`src/design/trapint4d_pkg.sv`:
```
// Shared types, constants and helpers for the 4-D trapezoid integrator.
// No dependencies; every other file of the block imports this package.
package trapint4d_pkg;

  localparam int unsigned MaxPoints = 64;
  localparam int unsigned NumDims   = 4;
  localparam int unsigned SizeW     = 7;
  localparam int unsigned PosW      = $clog2(MaxPoints);
  localparam int unsigned SampleW   = 32;
  localparam int unsigned StepW     = 32;
  localparam int unsigned SumW      = 60;
  localparam int unsigned ResW      = 64;
  localparam int unsigned LimbW     = 32;
  localparam int unsigned ProdW     = 2 * LimbW;
  localparam int unsigned AccW      = 192;
  localparam int unsigned FracCut   = 100;
  localparam int unsigned DataW     = 32;
  localparam int unsigned AddrW     = 5;
  localparam int unsigned RegIdxW   = 3;
  localparam int unsigned QDepth    = 2;
  localparam int unsigned QPtrW     = $clog2(QDepth);
  localparam int unsigned QCntW     = $clog2(QDepth + 1);

  localparam logic [SizeW-1:0] SizeMin   = SizeW'(2);
  localparam logic [SizeW-1:0] SizeMax   = SizeW'(MaxPoints);
  localparam logic [SizeW-1:0] SizeReset = SizeW'(2);
  localparam logic [StepW-1:0] StepReset = StepW'(32'h0100_0000);

  localparam logic [ResW-1:0] ResPosMax = {1'b0, {(ResW-1){1'b1}}};
  localparam logic [ResW-1:0] ResNegMax = {1'b1, {(ResW-1){1'b0}}};

  typedef enum logic [RegIdxW-1:0] {
    REG_SIZE_DIM0 = 3'd0,
    REG_SIZE_DIM1 = 3'd1,
    REG_SIZE_DIM2 = 3'd2,
    REG_SIZE_DIM3 = 3'd3,
    REG_GRID_STEP = 3'd4
  } reg_idx_t;

  typedef logic [NumDims-1:0][SizeW-1:0] sizes_t;

  // One finished grid: raw weighted sum (Q40.20) and the spacing to scale by.
  typedef struct packed {
    logic [SumW-1:0]  sum;
    logic [StepW-1:0] step;
  } job_t;

  // Last index of a dimension, with the size clamped to [2, MaxPoints].
  function automatic logic [PosW-1:0] last_idx(input logic [SizeW-1:0] s);
    logic [SizeW-1:0] e;
    e = s;
    if (s < SizeMin) e = SizeMin;
    else if (s > SizeMax) e = SizeMax;
    return PosW'(e - SizeW'(1));
  endfunction

endpackage

```
`src/design/trapint4d_queue.sv`:
```
// Two-entry queue of finished grids between the front and back ends.
// Depends on trapint4d_pkg for job_t and depth constants.
module trapint4d_queue
  import trapint4d_pkg::*;
(
  input  logic clk,
  input  logic rst_n,
  input  logic push_valid,
  output logic push_ready,
  input  job_t push_data,
  output logic pop_valid,
  input  logic pop_ready,
  output job_t pop_data
);

  job_t             mem [QDepth];
  logic [QPtrW-1:0] wr_ptr_r;
  logic [QPtrW-1:0] rd_ptr_r;
  logic [QCntW-1:0] cnt_r;
  logic             do_push;
  logic             do_pop;

  assign push_ready = cnt_r != QCntW'(QDepth);
  assign pop_valid  = cnt_r != '0;
  assign pop_data   = mem[rd_ptr_r];
  assign do_push    = push_valid && push_ready;
  assign do_pop     = pop_valid && pop_ready;

  always_ff @(posedge clk) begin
    if (do_push) begin
      mem[wr_ptr_r] <= push_data;
    end
  end

  always_ff @(posedge clk) begin
    if (!rst_n) begin
      wr_ptr_r <= '0;
      rd_ptr_r <= '0;
      cnt_r    <= '0;
    end else begin
      if (do_push) wr_ptr_r <= wr_ptr_r + QPtrW'(1);
      if (do_pop)  rd_ptr_r <= rd_ptr_r + QPtrW'(1);
      if (do_push && !do_pop) cnt_r <= cnt_r + QCntW'(1);
      else if (do_pop && !do_push) cnt_r <= cnt_r - QCntW'(1);
    end
  end

endmodule

```
`config.mk`:
```
export PLATFORM = sky130hd
export DESIGN_NAME = trapint4d_queue
export DESIGN_NICKNAME = d
export VERILOG_FILES = /design/src/design/trapint4d_pkg.sv /design/src/design/trapint4d_queue.sv
export SDC_FILE = /design/constraint.sdc
export NUM_CORES = 1
export LEC_CHECK = 0
export BUFFER_PORTS_ARGS = -buffer_cell sky130_fd_sc_hd__buf_2
export CORE_ASPECT_RATIO = 0.75
export CORE_MARGIN = 1.5
export CORE_UTILIZATION = 47
export DETAILED_ROUTE_END_ITERATION = 8
export PLACE_DENSITY = 0.81
export SYNTH_ARGS = -nofsm -noshare
export SYNTH_HDL_FRONTEND = slang
export SYNTH_SLANG_ARGS = --single-unit
export TNS_END_PERCENT = 50
```
`constraint.sdc`:
```
create_clock -name clk -period 2.96 [get_ports clk]
set_input_delay 0.444 -clock clk [delete_from_list [all_inputs] [get_ports clk]]
set_output_delay 0.444 -clock clk [all_outputs]
set_load 0.01 [all_outputs]
```
==> run summary <==
run status: completed
die area: 0.0154 sq mm
Initial Utilization: 0.479
HPWL Detailed: 7930 um
Post-layout nets: 610
GRT overflow: 0
main combinational cell family by area after synthesis: multiplexers
final hold viol count: 0
area of the mapped netlist: 0.00691 sq mm
final design instance area without fill: 0.00865 sq mm
setup violators final: 0
WHS: 0.210 ns
Reg power frac: 0.469
internal power: 5.47 mW
distinct cell type count after synthesis: 21
via count: 3542
Worst-Skew Late Latency: 0.42 ns
Psw: 1.88 mW
slew margin rel.: 0.702
RSZ-0062 raised after global routing: false
Synth Warn #: 0
FP Rows: 38
Adder-Cell Fraction of Synth Area: 0.00181
Non-Filler Instances: 724
post-synthesis cell count: 310
RePlAce Congestion: 0.702
Setup TNS: 0 ns
total power: 7.35 mW
Lkg Pwr: 3.20 nW
compound-cell area share of the yosys netlist: 0.00507
IO Port Bufs: 189
CTS Buffer Depth: 2
share of layout cells above drive strength 1: 0.604
mux cell area share after synthesis: 0.150
Final Skew: 0.00636 ns
Post-Route WL: 12200 um
H-Tree Depth: 4
Synth area leaders: edfxtp_1 (80%), mux2_2 (15%), dfxtp_1 (1.4%)
Simple-Gate Fraction of Synth Area: 0.00942
clock power share: 0.297
clock root buffer: clkbuf_16
Top Ports: 190
worst hold path type: primary input to flip-flop
Die W: 143 um
CTS resizes: 0
drt drc: 0
sw frac: 0.256
Logic pwr share: 0.234
max-cap violations: 0
first-pass GRT wire length: 17900 um
Arr. time, crit path: 1.87 ns
DRT iter0 DRCs: 190
Tcrit/Tclk final: 0.782
GRT Total Usage: 0.160
Synth top area share: 0.800
clk sinks: 189
Placed Area: 0.00809 sq mm
area delta synth->final: 25.2%
vias per cell: 4.89
drt wl/cell: 16.9 um
DRT Pass-1 Iters: 4
Routed Antenna Nets: 0
initial antenna violation count: 0
minimum clock period: 2.31 ns
sequential area share after synthesis: 0.814
FF+latch count, synth: 189
Yosys top cell by area: edfxtp_1
Setup Buffers After CTS: 0
Post-CTS Hold Fix Bufs: 0
CTS tree: built
Syn Nets: 407
largest net degree at the start of global routing: 82
CTS buffer count: 17
kind of critical path: flip-flop to output port
Placed Instances: 694
average size of a mapped cell: 22.3 sq um
pre-CTS setup slack: 1.09 ns
CP required: 2.52 ns
max-slew violation count: 0
peak supply drop: 0.642 mV
most common cell after layout, fill and taps aside: buf_2
final setup margin: 0.646 ns
crit path max fanout: 81
Die Span Y: 108 um
Tightest Pin Transition: 0.448 ns
P per Cell Area: 850 mW/mm^2
Crit. End Element: output port
core area: 0.0144 sq mm
fmax: 432 MHz
Final Util: 0.600
number of global-route vias before repair: 3437
critical path launch point type: flip-flop
commonest non-fill, non-tap cells in the layout: buf_2 (189), edfxtp_1 (184), mux2_2 (92)
Clk pin slew, worst setup/hold paths: 0.06 ns
xor and xnor fraction of the mapped netlist area: 0.00380
-- Yosys cell counts --
library cell,instances
edfxtp_1,184
mux2_2,92
buf_6,8
dfxtp_1,5
and2_1,4
xnor2_1,2
a21bo_2,1
a21boi_0,1
a21boi_1,1
and3_1,1
buf_2,1
buf_4,1
ha_1,1
inv_1,1
nand2b_4,1
nand3b_1,1
o21ai_0,1
o21ai_1,1
or2_2,1
or3_1,1
xor2_1,1
-- critical path, stage by stage, from the launching register on --
cell     delay, ns
dfxtp_4       0.45
buf_12        0.39
mux2_2        0.41
buf_2         0.14
-- kinds of logic after synthesis --
kind of cell             after synthesis
AND/OR/NAND/NOR                        9
adder cells (fa/ha/maj)                1
AO/OA/AOI/OAI                          5
multiplexers                          92
buffers and inverters                 11
flip-flops                           189
XOR/XNOR                               3
-- flip-flops by register name (all words and copies together), names as in the netlist, named ones only --
| register | cells |
|---|---|
| mem | 184 |
| cnt_r | 2 |
| rd_ptr_r | 1 |
| wr_ptr_r | 1 |
-- power groups by stage --
| stage | Sequential [mW] | Clock (mW) | Combinational (mW) |
|---|---|---|---|
| floorplan | 3.48 | 0 | 1.16 |
| global placement | 3.49 | 0 | 1.71 |
| detailed placement | 3.51 | 0 | 1.73 |
| CTS | 3.45 | 2.23 | 1.75 |
| global route | 3.48 | 2.32 | 1.86 |
| finish | 3.45 | 2.18 | 1.72 |
-- layout make-up --
| class | count | area (sq um) |
|---|---|---|
| sequential | 189 | 5630 |
| antenna | 1 | 2.50 |
| inverter | 1 | 6.26 |
| multi-input combinational | 110 | 1180 |
| tap | 200 | 250 |
| fill | 1088 | 5760 |
| clock inverter | 9 | 123 |
| timing repair buffer | 194 | 1020 |
| clock buffer | 20 | 437 |
-- layer usage --
layer	vias to the layer above	global-route usage	share of wire
li1	1633	-	-
met1	1754	0.202	0.43
met2	138	0.252	0.47
met3	17	0.0576	0.085
met4	0	0.0700	0.017
met5	-	0	0
-- worst paths after layout --
kind,cells past startpoint,slack (ns),from,end
worst min register to register,2,0.59,cnt_r[1],cnt_r[1]
worst min-delay path,1,0.21,push_data[33],mem[1][33]
worst max register to register,3,1.12,cnt_r[0],mem[1][13]
worst max-delay path,3,0.65,flip-flop,pop_data[65]
Power figures use the tool's default switching activity.
