$ cat config.mk
export PLATFORM = sky130hd
export DESIGN_NAME = trapint4d_front_flat
export DESIGN_NICKNAME = d
export VERILOG_FILES = /design/src/design/trapint4d_pkg.sv /design/src/design/trapint4d_if.sv /design/src/design/trapint4d_front.sv /design/src/flat_wrapper.sv
export SDC_FILE = /design/constraint.sdc
export NUM_CORES = 1
export LEC_CHECK = 0
export BUFFER_PORTS_ARGS = -buffer_cell sky130_fd_sc_hd__buf_4
export CORE_MARGIN = 5
export CORE_UTILIZATION = 50
export CTS_CLUSTER_DIAMETER = 120
export DETAILED_ROUTE_END_ITERATION = 12
export PLACE_DENSITY_LB_ADDON = 0.1
export SYNTH_ARGS = -nofsm -noshare
export SYNTH_HDL_FRONTEND = slang
export SYNTH_SLANG_ARGS = --single-unit
$ cat constraint.sdc
create_clock -name clk -period 8 [get_ports clk]
set_clock_uncertainty 0.15 [all_clocks]
set_input_delay 0.4 -clock clk [delete_from_list [all_inputs] [get_ports clk]]
set_output_delay 0.4 -clock clk [all_outputs]
set_load 0.1 [all_outputs]
$ cat src/design/trapint4d_pkg.sv
// Shared types, constants and helpers for the 4-D trapezoid integrator.
// No dependencies; every other file of the block imports this package.
package trapint4d_pkg;

  localparam int unsigned MaxPoints = 64;
  localparam int unsigned NumDims   = 4;
  localparam int unsigned SizeW     = 7;
  localparam int unsigned PosW      = $clog2(MaxPoints);
  localparam int unsigned SampleW   = 32;
  localparam int unsigned StepW     = 32;
  localparam int unsigned SumW      = 60;
  localparam int unsigned ResW      = 64;
  localparam int unsigned LimbW     = 32;
  localparam int unsigned ProdW     = 2 * LimbW;
  localparam int unsigned AccW      = 192;
  localparam int unsigned FracCut   = 100;
  localparam int unsigned DataW     = 32;
  localparam int unsigned AddrW     = 5;
  localparam int unsigned RegIdxW   = 3;
  localparam int unsigned QDepth    = 2;
  localparam int unsigned QPtrW     = $clog2(QDepth);
  localparam int unsigned QCntW     = $clog2(QDepth + 1);

  localparam logic [SizeW-1:0] SizeMin   = SizeW'(2);
  localparam logic [SizeW-1:0] SizeMax   = SizeW'(MaxPoints);
  localparam logic [SizeW-1:0] SizeReset = SizeW'(2);
  localparam logic [StepW-1:0] StepReset = StepW'(32'h0100_0000);

  localparam logic [ResW-1:0] ResPosMax = {1'b0, {(ResW-1){1'b1}}};
  localparam logic [ResW-1:0] ResNegMax = {1'b1, {(ResW-1){1'b0}}};

  typedef enum logic [RegIdxW-1:0] {
    REG_SIZE_DIM0 = 3'd0,
    REG_SIZE_DIM1 = 3'd1,
    REG_SIZE_DIM2 = 3'd2,
    REG_SIZE_DIM3 = 3'd3,
    REG_GRID_STEP = 3'd4
  } reg_idx_t;

  typedef logic [NumDims-1:0][SizeW-1:0] sizes_t;

  // One finished grid: raw weighted sum (Q40.20) and the spacing to scale by.
  typedef struct packed {
    logic [SumW-1:0]  sum;
    logic [StepW-1:0] step;
  } job_t;

  // Last index of a dimension, with the size clamped to [2, MaxPoints].
  function automatic logic [PosW-1:0] last_idx(input logic [SizeW-1:0] s);
    logic [SizeW-1:0] e;
    e = s;
    if (s < SizeMin) e = SizeMin;
    else if (s > SizeMax) e = SizeMax;
    return PosW'(e - SizeW'(1));
  endfunction

endpackage

$ cat src/design/trapint4d_if.sv
// Stream channels of the integrator: sample input and integral output.
// Depends on trapint4d_pkg for field widths.
interface trapint4d_in_if;
  import trapint4d_pkg::*;
  logic                      valid;
  logic                      ready;
  logic signed [SampleW-1:0] sample;
  modport source (output valid, output sample, input ready);
  modport sink   (input valid, input sample, output ready);
endinterface


$ cat src/design/trapint4d_front.sv
// Front end: grid position counters, trapezoid weighting and running sum.
// Depends on trapint4d_pkg and trapint4d_in_if; hands finished grids to the queue.
module trapint4d_front
  import trapint4d_pkg::*;
(
  input  logic                 clk,
  input  logic                 rst_n,
  trapint4d_in_if.sink         in_ch,
  input  sizes_t               sizes,
  input  logic [StepW-1:0]     grid_step,
  output logic                 job_valid,
  input  logic                 job_ready,
  output job_t                 job
);

  logic [NumDims-1:0][PosW-1:0] pos_r, pos_nxt;
  logic [SumW-1:0]              sum_r, sum_nxt;
  logic [NumDims-1:0][PosW-1:0] lim;
  logic [NumDims-1:0]           at_last;
  logic [NumDims-1:0]           on_bnd;
  logic [2:0]                   nb;
  logic                         grid_last;
  logic                         carry;
  logic [SumW-1:0]              s_ext;
  logic [SumW-1:0]              weighted;
  logic [SumW-1:0]              sum_add;
  logic                         accept;

  always_comb begin
    for (int d = 0; d < NumDims; d++) begin
      lim[d]     = last_idx(sizes[d]);
      at_last[d] = pos_r[d] >= lim[d];
      on_bnd[d]  = (pos_r[d] == '0) || at_last[d];
    end
    nb        = 3'($countones(on_bnd));
    grid_last = &at_last;

    // Innermost dimension is index 3; ripple the carry outward.
    carry = 1'b1;
    for (int d = NumDims - 1; d >= 0; d--) begin
      pos_nxt[d] = pos_r[d];
      if (carry) begin
        pos_nxt[d] = at_last[d] ? '0 : pos_r[d] + PosW'(1);
        carry      = at_last[d];
      end
    end

    s_ext    = {{(SumW-SampleW){in_ch.sample[SampleW-1]}}, in_ch.sample};
    weighted = s_ext << (3'd4 - nb);
    sum_add  = sum_r + weighted;
  end

  // Only the closing beat of a grid needs room in the queue.
  assign in_ch.ready = !grid_last || job_ready;
  assign accept      = in_ch.valid && in_ch.ready;
  assign job_valid   = accept && grid_last;
  assign job.sum     = sum_add;
  assign job.step    = grid_step;

  always_comb begin
    sum_nxt = sum_r;
    if (accept) begin
      sum_nxt = grid_last ? '0 : sum_add;
    end
  end

  always_ff @(posedge clk) begin
    if (!rst_n) begin
      pos_r <= '0;
      sum_r <= '0;
    end else begin
      sum_r <= sum_nxt;
      if (accept) begin
        pos_r <= grid_last ? '0 : pos_nxt;
      end
    end
  end

endmodule

$ cat src/flat_wrapper.sv
// flat-port wrapper written by rule: the top's interface ports become plain ports
module trapint4d_front_flat import trapint4d_pkg::*;
  (clk, rst_n, sizes, grid_step, job_valid, job_ready, job, in_ch_valid, in_ch_sample, in_ch_ready);
  trapint4d_in_if in_ch_i ();
  input  logic clk;
  input  logic rst_n;
  input  sizes_t sizes;
  input  logic [StepW-1:0] grid_step;
  output logic job_valid;
  input  logic job_ready;
  output job_t job;
  input wire logic [$bits(in_ch_i.valid)-1:0] in_ch_valid;
  input wire logic [$bits(in_ch_i.sample)-1:0] in_ch_sample;
  output wire logic [$bits(in_ch_i.ready)-1:0] in_ch_ready;
  assign in_ch_i.valid = in_ch_valid;
  assign in_ch_i.sample = in_ch_sample;
  assign in_ch_ready = in_ch_i.ready;
  trapint4d_front u_core (.clk(clk), .rst_n(rst_n), .in_ch(in_ch_i), .sizes(sizes), .grid_step(grid_step), .job_valid(job_valid), .job_ready(job_ready), .job(job));
endmodule
==> key figures <==
Synth
  – Yosys cell types: 75
  – Synth top area share: 0.188
  – Top post-synthesis cells by area: dfxtp_1 (19%), ha_1 (15%), mux2i_1 (6.5%)
  – Syn Nets: 1,296
  – Synthesized netlist cell count: 1,094
  – Asr flop ratio synth: 0
  – Register bit count reported by yosys: 84
  – YS warnings: 0
  – Post-Syn Area: 0.00895 sq mm
  – Main synth FF type: dfxtp_1
  – Post-synth top cells: ha_1 (105), a21oi_1 (85), dfxtp_1 (84), nand2_1 (83), nor2_1 (72)
  – Area leader, netlist: dfxtp_1
  – Sequential area share after synthesis: 0.188
  – Most common cell in the netlist: ha_1
  – Post-synth EDFFs: 0
  – Mean area per synthesized cell: 8.18 sq um

Global route
  – Tot GR Track Use: 0.251
  – Wire length of the first global-routing pass: 41.8 mm
  – Largest net degree at the start of global routing: 36
  – Antenna violations before repair: 0
  – Vias in the first global route: 8,386
  – GRT overflow: 0

Floorplanning
  – Number of top-level pins: 190
  – Die width: 144 um
  – Starting Density: 0.503
  – Die area: 0.0207 sq mm
  – Std-Cell Rows: 49
  – Die height: 144 um
  – Core area: 0.0178 sq mm

Job
  – Max Cap Violations: 0

Worst setup path
  – CP Launch Type: input port
  – Reg-to-reg setup timing slack: 1.49 ns
  – Critical Path Most Common Cell: buf_4
  – End of the critical path: job[86]
  – Worst r2r dst: u_core.sum_r[54]
  – Worst EP required: 7.45 ns
  – R2R Path Start: u_core.pos_r[12]
  – Reg2reg path depth: 28
  – CP Launch Point: sizes[24]
  – Crit-path max cell delay: 0.51 ns
  – Critical path's slowest cell: or4b_4
  – Critical path class: in -> out
  – Crit. End Element: output port
  – CP max FO: 7
  – CP arrival: 7.18 ns

Routing
  – Vias per std cell: 5.81
  – Via Count: 8,587
  – Final wirelength: 26.7 mm
  – ANT nets after route: 0
  – Iteration-0 DRC Markers: 370
  – DRT Pass-1 Iters: 5
  – WL/cell: 18.1 um
  – DRC viols: 0

CTS
  – Clk slew on worst S/H paths: 0.06 ns
  – # H-tree levels: 3
  – Bufs on Longest Clock Path: 2
  – CTS Buf Count: 9
  – CTS Root Cell: clkbuf_16
  – Clock tree from TritonCTS: built
  – Clock sinks: 84
  – Worst skew pair latency: 0.35 ns

Placement
  – HPWL Detailed: 20.4 mm
  – Placer Congestion: 0.906
  – IO buf count: 125

Finish
  – Diode count: 0
  – Area delta synth->final: 30.6%
  – Nets: 1,447
  – Share of cells above drive strength 1: 0.303
  – Fillers: 1,512

Outcome
  – Status: completed

STA
  – Setup Viol. Count Final: 0
  – Hold Fails Final Rpt: 0
  – FMAX: 0.129 GHz
  – Fin crit share: 0.966
  – Final Max Slew Viols: 0
  – Worst Tran Pin Value: 0.790 ns
  – Max-slew headroom: 0.473
  – Worst hold margin: 0.329 ns
  – Fin crit period: 7.73 ns

Min path
  – Hold Path Stages: 4
  – HP Class: in -> reg
through the flow:
step	utilization	setup WS, ns	TNS, ns	instance area (sq um)	cells
after global routing	0.657	-0.0679	-0.190	11700	1477
after CTS	0.631	0.0141	0	11200	1470
final	0.657	0.275	0	11700	1477
after detailed placement	0.612	-0.214	-1.57	10900	1456
after floorplan	-	-0.0608	-0.192	9350	1094
after global placement	0.612	-0.0990	-0.391	10900	1456
routing by layer:
layer	wire, um	part of all wire	up-vias	global-route usage
met5	0	0	-	0
met4	655	0.025	0	0.0709
met3	1260	0.047	42	0.0406
met2	12700	0.48	222	0.423
met1	12000	0.45	4051	0.334
li1	-	-	4272	-
kinds of logic (layout without fill, tap and decap cells):
kind of cell / after synthesis / after routing / share of synthesized area
flip-flops: 84 / 84 / 0.188
XOR/XNOR: 85 / 85 / 0.0841
AND/OR/NAND/NOR: 307 / 307 / 0.169
adder cells (fa/ha/maj): 106 / 106 / 0.149
AO/OA/AOI/OAI: 316 / 316 / 0.245
multiplexers: 88 / 88 / 0.105
buffers and inverters: 108 / 262 / 0.0597
worst min path at each step:
| stage | end | slack, ns | from |
|---|---|---|---|
| 2_1_floorplan | u_core.sum_r[58] | 0.30 | u_core.sum_r[58] |
| 3_3_place_gp | u_core.sum_r[52] | 0.32 | u_core.sum_r[52] |
| 3_5_place_dp | u_core.sum_r[51] | 0.32 | u_core.sum_r[51] |
| 4_1_cts | u_core.pos_r[20] | 0.32 | in_ch_valid |
| 5_1_grt | u_core.pos_r[20] | 0.34 | in_ch_valid |
| 6_report | u_core.pos_r[20] | 0.33 | in_ch_valid |
area by class of cell:
class,count,area [sq um],share of cell area
clock inverters,4,75.1,0.00643
clock buffers,10,239,0.0205
repair buffers,215,1800,0.154
flip-flops and latches,84,1680,0.144
inverters,33,124,0.0106
multi-input cells,902,7470,0.640
well taps,229,287,0.0245
worst max-delay path: cells and delay by family:
| kind | cells | cell delay (ns) |
|---|---|---|
| mux | 3 | 0.73 |
| fa+ha+maj | 4 | 1.07 |
| xor+xnor | 3 | 0.66 |
| compound gates | 9 | 1.75 |
| buf+inv | 7 | 1.01 |
| simple gates | 6 | 1.54 |
placed cells by master, fill, tap and decap left out, drive strengths merged, types with 3 or more instances in the layout:
cell type | Yosys | layout
o21ai | 53 | 53
clkbuf | 35 | 12
nand2b | 9 | 9
xor2 | 39 | 39
a21oi | 88 | 88
nor4 | 5 | 5
a41oi | 4 | 4
a22oi | 26 | 26
or2 | 3 | 3
ha | 105 | 105
nor2b | 32 | 32
a22o | 33 | 33
nand4 | 18 | 18
buf | 40 | 213
and2 | 11 | 11
mux2i | 58 | 58
nand2 | 83 | 83
and3 | 8 | 8
o21a | 6 | 6
nor2 | 72 | 72
a21o | 43 | 43
nand3 | 17 | 17
xnor2 | 46 | 46
mux2 | 28 | 28
a221oi | 3 | 3
inv | 33 | 33
o211ai | 3 | 3
o21bai | 15 | 15
dfxtp | 84 | 84
a221o | 3 | 3
a31oi | 8 | 8
nor3 | 23 | 23
or3 | 15 | 15
a211oi | 9 | 9
repair_timing:
item                                    in CTS  in global routing
endpoints found under the setup margin      16                 36
pin swaps                                    0                 13
buffers inserted                             0                  5
resized for setup                            7                 81
hold buffers                                 0                  0
cloned                                       0                  2
state kept, by name, summed over array words and instances, names as in the netlist:
name          count
u_core.sum_r     60
u_core.pos_r     24
Power is not shown: default switching activity piles up to over one toggle a cycle in this logic, so the estimate is an artifact.
