<file path="config.mk">
export PLATFORM = sky130hd
export DESIGN_NAME = trapint4d_back_flat
export DESIGN_NICKNAME = d
export VERILOG_FILES = /design/src/design/trapint4d_pkg.sv /design/src/design/trapint4d_if.sv /design/src/design/trapint4d_back.sv /design/src/flat_wrapper.sv
export SDC_FILE = /design/constraint.sdc
export NUM_CORES = 2
export LEC_CHECK = 0
export BUFFER_PORTS_ARGS = -buffer_cell sky130_fd_sc_hd__clkbuf_2
export CAP_MARGIN = 20
export CELL_PAD_IN_SITES_DETAIL_PLACEMENT = 1
export CELL_PAD_IN_SITES_GLOBAL_PLACEMENT = 1
export CORE_MARGIN = 2
export CORE_UTILIZATION = 51
export DETAILED_ROUTE_END_ITERATION = 10
export PLACE_DENSITY_LB_ADDON = 0.1
export SLEW_MARGIN = 10
export SYNTH_ARGS = -nofsm -noshare
export SYNTH_HDL_FRONTEND = slang
export SYNTH_SLANG_ARGS = --single-unit
</file>
<file path="constraint.sdc">
create_clock -name clk -period 17.4 [get_ports clk]
set_input_delay 0.87 -clock clk [delete_from_list [all_inputs] [get_ports clk]]
set_output_delay 0.87 -clock clk [all_outputs]
set_load 0.03 [all_outputs]
</file>
<file path="src/design/trapint4d_pkg.sv">
// Shared types, constants and helpers for the 4-D trapezoid integrator.
// No dependencies; every other file of the block imports this package.
package trapint4d_pkg;

  localparam int unsigned MaxPoints = 64;
  localparam int unsigned NumDims   = 4;
  localparam int unsigned SizeW     = 7;
  localparam int unsigned PosW      = $clog2(MaxPoints);
  localparam int unsigned SampleW   = 32;
  localparam int unsigned StepW     = 32;
  localparam int unsigned SumW      = 60;
  localparam int unsigned ResW      = 64;
  localparam int unsigned LimbW     = 32;
  localparam int unsigned ProdW     = 2 * LimbW;
  localparam int unsigned AccW      = 192;
  localparam int unsigned FracCut   = 100;
  localparam int unsigned DataW     = 32;
  localparam int unsigned AddrW     = 5;
  localparam int unsigned RegIdxW   = 3;
  localparam int unsigned QDepth    = 2;
  localparam int unsigned QPtrW     = $clog2(QDepth);
  localparam int unsigned QCntW     = $clog2(QDepth + 1);

  localparam logic [SizeW-1:0] SizeMin   = SizeW'(2);
  localparam logic [SizeW-1:0] SizeMax   = SizeW'(MaxPoints);
  localparam logic [SizeW-1:0] SizeReset = SizeW'(2);
  localparam logic [StepW-1:0] StepReset = StepW'(32'h0100_0000);

  localparam logic [ResW-1:0] ResPosMax = {1'b0, {(ResW-1){1'b1}}};
  localparam logic [ResW-1:0] ResNegMax = {1'b1, {(ResW-1){1'b0}}};

  typedef enum logic [RegIdxW-1:0] {
    REG_SIZE_DIM0 = 3'd0,
    REG_SIZE_DIM1 = 3'd1,
    REG_SIZE_DIM2 = 3'd2,
    REG_SIZE_DIM3 = 3'd3,
    REG_GRID_STEP = 3'd4
  } reg_idx_t;

  typedef logic [NumDims-1:0][SizeW-1:0] sizes_t;

  // One finished grid: raw weighted sum (Q40.20) and the spacing to scale by.
  typedef struct packed {
    logic [SumW-1:0]  sum;
    logic [StepW-1:0] step;
  } job_t;

  // Last index of a dimension, with the size clamped to [2, MaxPoints].
  function automatic logic [PosW-1:0] last_idx(input logic [SizeW-1:0] s);
    logic [SizeW-1:0] e;
    e = s;
    if (s < SizeMin) e = SizeMin;
    else if (s > SizeMax) e = SizeMax;
    return PosW'(e - SizeW'(1));
  endfunction

endpackage

</file>
<file path="src/design/trapint4d_if.sv">


interface trapint4d_out_if;
  import trapint4d_pkg::*;
  logic                   valid;
  logic                   ready;
  logic signed [ResW-1:0] integral;
  logic                   saturated;
  modport source (output valid, output integral, output saturated, input ready);
  modport sink   (input valid, input integral, input saturated, output ready);
endinterface

</file>
<file path="src/design/trapint4d_back.sv">
// Back end: scales a grid sum by grid_step^4 on one shared 32x32 multiplier,
// rounds, saturates and holds the result. Depends on trapint4d_pkg, trapint4d_out_if.
module trapint4d_back
  import trapint4d_pkg::*;
(
  input  logic           clk,
  input  logic           rst_n,
  input  logic           job_valid,
  output logic           job_ready,
  input  job_t           job,
  trapint4d_out_if.source out_ch
);

  localparam logic [3:0] StepSt2     = 4'd0;
  localparam logic [3:0] StepSt4Last = 4'd4;
  localparam logic [3:0] StepProd    = 4'd5;
  localparam logic [3:0] StepLast    = 4'd12;
  localparam logic [AccW-1:0] RoundInc = AccW'(1) << (FracCut - 1);

  typedef enum logic [2:0] {S_IDLE, S_MUL, S_ACC, S_ROUND, S_DONE} state_t;

  state_t              state_r;
  logic [SumW-1:0]     mag_r;
  logic                neg_r;
  logic [StepW-1:0]    step_r;
  logic [2*LimbW-1:0]  st2_r;
  logic [4*LimbW-1:0]  st4_r;
  logic [AccW-1:0]     acc_r;
  logic [ProdW-1:0]    prod_r;
  logic [3:0]          idx_r;
  logic                out_valid_r;
  logic [ResW-1:0]     integral_r;
  logic                saturated_r;

  logic [LimbW-1:0]    op_a, op_b;
  logic [2:0]          sh;
  logic [1:0]          k4;
  logic [2:0]          kp;
  logic [AccW-1:0]     acc_nxt;
  logic                over;
  logic [ResW-1:0]     res, lim, val;
  logic                sat;
  logic                out_free;

  // Pick the limb pair and its column for the current partial product.
  always_comb begin
    k4   = 2'(idx_r - 4'd1);
    kp   = 3'(idx_r - StepProd);
    op_a = step_r;
    op_b = step_r;
    sh   = '0;
    if (idx_r == StepSt2) begin
      op_a = step_r;
      op_b = step_r;
      sh   = '0;
    end else if (idx_r <= StepSt4Last) begin
      op_a = st2_r[LimbW*k4[1] +: LimbW];
      op_b = st2_r[LimbW*k4[0] +: LimbW];
      sh   = 3'(k4[1]) + 3'(k4[0]);
    end else begin
      op_a = kp[2] ? LimbW'(mag_r[SumW-1:LimbW]) : mag_r[LimbW-1:0];
      op_b = st4_r[LimbW*kp[1:0] +: LimbW];
      sh   = 3'(kp[2]) + 3'(kp[1:0]);
    end
    acc_nxt = acc_r + (AccW'(prod_r) << {sh, 5'd0});
  end

  always_comb begin
    over = |acc_r[AccW-1:FracCut+ResW];
    res  = acc_r[FracCut+ResW-1:FracCut];
    lim  = neg_r ? ResNegMax : ResPosMax;
    sat  = over || (res > lim);
    val  = sat ? lim : res;
  end

  assign out_free  = !out_valid_r || out_ch.ready;
  assign job_ready = state_r == S_IDLE;

  assign out_ch.valid     = out_valid_r;
  assign out_ch.integral  = integral_r;
  assign out_ch.saturated = saturated_r;

  always_ff @(posedge clk) begin
    if (!rst_n) begin
      state_r     <= S_IDLE;
      out_valid_r <= 1'b0;
      idx_r       <= '0;
    end else begin
      // S_DONE sets or holds the beat on its own
      if (out_valid_r && out_ch.ready && state_r != S_DONE) out_valid_r <= 1'b0;
      unique case (state_r)
        S_IDLE: begin
          if (job_valid) begin
            neg_r   <= job.sum[SumW-1];
            mag_r   <= job.sum[SumW-1] ? SumW'(0) - job.sum : job.sum;
            step_r  <= job.step;
            acc_r   <= '0;
            idx_r   <= StepSt2;
            state_r <= S_MUL;
          end
        end
        S_MUL: begin
          prod_r  <= op_a * op_b;
          state_r <= S_ACC;
        end
        S_ACC: begin
          if (idx_r == StepSt2) begin
            st2_r <= acc_nxt[2*LimbW-1:0];
            acc_r <= '0;
          end else if (idx_r == StepSt4Last) begin
            st4_r <= acc_nxt[4*LimbW-1:0];
            acc_r <= '0;
          end else begin
            acc_r <= acc_nxt;
          end
          if (idx_r == StepLast) begin
            state_r <= S_ROUND;
          end else begin
            idx_r   <= idx_r + 4'd1;
            state_r <= S_MUL;
          end
        end
        S_ROUND: begin
          // half away from zero on the magnitude
          acc_r   <= acc_r + RoundInc;
          state_r <= S_DONE;
        end
        S_DONE: begin
          if (out_free) begin
            integral_r  <= neg_r ? ResW'(0) - val : val;
            saturated_r <= sat;
            out_valid_r <= 1'b1;
            state_r     <= S_IDLE;
          end
        end
        default: state_r <= S_IDLE;
      endcase
    end
  end

endmodule

</file>
<file path="src/flat_wrapper.sv">
// flat-port wrapper written by rule: the top's interface ports become plain ports
module trapint4d_back_flat import trapint4d_pkg::*;
  (clk, rst_n, job_valid, job_ready, job, out_ch_valid, out_ch_integral, out_ch_saturated, out_ch_ready);
  trapint4d_out_if out_ch_i ();
  input  logic clk;
  input  logic rst_n;
  input  logic job_valid;
  output logic job_ready;
  input  job_t job;
  output wire logic [$bits(out_ch_i.valid)-1:0] out_ch_valid;
  output wire logic [$bits(out_ch_i.integral)-1:0] out_ch_integral;
  output wire logic [$bits(out_ch_i.saturated)-1:0] out_ch_saturated;
  input wire logic [$bits(out_ch_i.ready)-1:0] out_ch_ready;
  assign out_ch_valid = out_ch_i.valid;
  assign out_ch_integral = out_ch_i.integral;
  assign out_ch_saturated = out_ch_i.saturated;
  assign out_ch_i.ready = out_ch_ready;
  trapint4d_back u_core (.clk(clk), .rst_n(rst_n), .job_valid(job_valid), .job_ready(job_ready), .job(job), .out_ch(out_ch_i));
endmodule
</file>
==> flow_summary.json <==
{
  "status": "finished clean",
  "syn_area_um2": 77400,
  "dr_total_vias": 70500,
  "gp_congestion": 1.05,
  "utilization": 0.554,
  "rsz0062_at_grt": "no",
  "critPathBufInv": 6,
  "slew_headroom": 0.0727,
  "cts_buffers": 74,
  "rr_worst_depth": 31,
  "fill_cells": 17200,
  "drtPass1Iterations": 8,
  "clk_pin_slew_ps": 70,
  "tns_ps": 0,
  "cpMostUsedCell": "fa_1",
  "fmax_ghz": 0.0743,
  "clk_latency_ps": 750,
  "worstMarginPinSlew_ps": 1380,
  "synth.distinct_cells": 102,
  "cts_resized": 0,
  "use_met1": 0.591,
  "period_needed_ps": 13460,
  "worstPathRequired_ps": 17880,
  "use_met2": 0.668,
  "top_usage_layer": "met2",
  "clock-skew-final_ps": 93.1,
  "crit_type": "flop to flop",
  "ys_async_sr_fraction": 0,
  "post-route-period-util": 0.774,
  "finalMaxSlewViolations": 0,
  "crit_path_start_kind": "flop",
  "std_cell_rows": 142,
  "io_buffers": 162,
  "drtIter0Drc": 8484,
  "grt_max_degree": 100,
  "hold_depth": 1,
  "critPathSlowestCell": "a21oi_4",
  "ys_ff_latch": 614,
  "cts_setup_buffers": 0,
  "crit_arrival_ps": 13940,
  "cp.depth": 31,
  "clock_sinks": 614,
  "syn2layout_area_growth_pct": 7.52,
  "synth-edff-count": 606,
  "drc": 0,
  "grt_pass1_vias": 73300,
  "cp_top_family": "adder cells",
  "hold_path.class": "input pin to flop",
  "initial_core_util": 0.515,
  "dp_hpwl_um": 280000,
  "gr-usage-met3": 0.123,
  "die_area_um2": 155000,
  "end_kind": "flop",
  "multi_input_area_um2": 53600,
  "cp_max_fo": 69,
  "core_um2": 150000,
  "startpoint": "u_core.idx_r[0]",
  "htree_levels": 3,
  "drv_cap": 0,
  "drive_above_1_share": 0.0752,
  "die_x_um": 393,
  "worstHoldStart": "job[6]",
  "synth.net_count": 10100,
  "grt_overflow": 0,
  "mostFrequentLayoutCells": "inv_1 (1032), nor2_1 (983), nand2_1 (968)",
  "syn_area_per_cell_um2": 8.98,
  "wl_um": 351000,
  "seqCellArea_um2": 18400,
  "vias_per_cell": 6.62,
  "hold_violations": 0,
  "r2r-start": "u_core.idx_r[0]",
  "hold_buffers": 0,
  "ant_nets": 0,
  "synth_warnings": 0,
  "critical_path.max_stage_delay_ps": 1010,
  "seq_area_frac_synth": 0.237,
  "finalSetupViolations": 0,
  "grt_pass1_wl_um": 506000,
  "clock_path_buffers": 3,
  "final_common_cell": "inv_1",
  "antenna_found_initial": 38,
  "wl_per_cell_um": 33.0,
  "ys.flop_type": "edfxtp_1",
  "cts_tree": "built",
  "die_h_um": 393,
  "track_usage": 0.447,
  "final_nets": 10100,
  "cts_root_buffer": "clkbuf_16",
  "synthCells": 8612,
  "io-pin-count": 163
}
-- stage by stage --
step / hold WS (ps) / cells / worst slack (ps) / cell area (um^2)
after floorplan: 557 / 8612 / 5250 / 77400
after detailed placement: 608 / 10500 / 4390 / 80500
after CTS: 275 / 10600 / 4340 / 83100
after global placement: 583 / 10500 / 4810 / 80500
after global routing: 287 / 10600 / 3620 / 83100
final: 300 / 10700 / 3940 / 83200
-- routing by layer --
layer | vias up | share of wire
met2 | 4434 | 0.43
met5 | - | 0.00042
met3 | 1066 | 0.12
met1 | 36000 | 0.38
met4 | 22 | 0.067
li1 | 28900 | -
-- flip-flops by register name, summed over array words and instances (netlist names) --
name                     count
u_core.state_r               3
u_core.out_ch.valid          1
u_core.st2_r                64
u_core.neg_r                 1
u_core.prod_r               64
u_core.mag_r                60
u_core.out_ch.integral      64
u_core.acc_r               192
u_core.idx_r                 4
u_core.out_ch.saturated      1
u_core.st4_r               128
u_core.step_r               32
-- cells by family after synthesis --
family | count (synthesis) | synth area share
AND/OR/NAND/NOR | 2883 | 0.169
adder cells (fa/ha/maj) | 1422 | 0.317
buffers and inverters | 1523 | 0.0744
XOR/XNOR | 400 | 0.0453
AO/OA/AOI/OAI | 1643 | 0.135
flip-flops | 614 | 0.237
multiplexers | 127 | 0.0216
-- final timing paths --
check / endpoint / slack, ps
max: u_core.prod_r[63] / 3940
min: u_core.step_r[6] / 300
max reg2reg: u_core.prod_r[63] / 3940
min reg2reg: u_core.st2_r[0] / 610
-- cells in the mapped netlist (all sizes together) (158+ instances only) --
| library cell | number | area share |
|---|---|---|
| ha | 525 | 0.085 |
| fa | 897 | 0.23 |
| nand2 | 972 | 0.047 |
| nand4 | 158 | 0.013 |
| clkbuf | 430 | 0.021 |
| nor2 | 991 | 0.048 |
| a21o | 165 | 0.016 |
| o21ai | 339 | 0.022 |
| xnor2 | 255 | 0.029 |
| a21oi | 491 | 0.032 |
| edfxtp | 606 | 0.24 |
| and2 | 166 | 0.013 |
| inv | 1034 | 0.050 |
-- final cells by class --
class / count / share of cell area
multi-input cells: 6475 / 0.644
flip-flops and latches: 614 / 0.221
inverters: 1034 / 0.0467
well taps: 2016 / 0.0303
repair buffers: 351 / 0.0267
clock buffers: 84 / 0.0230
clock inverters: 54 / 0.00761
diodes: 22 / 0.000662
Power is left out: the tool's default activity adds up to more than one toggle a clock period on the data nets, which glitch-free logic cannot reach.
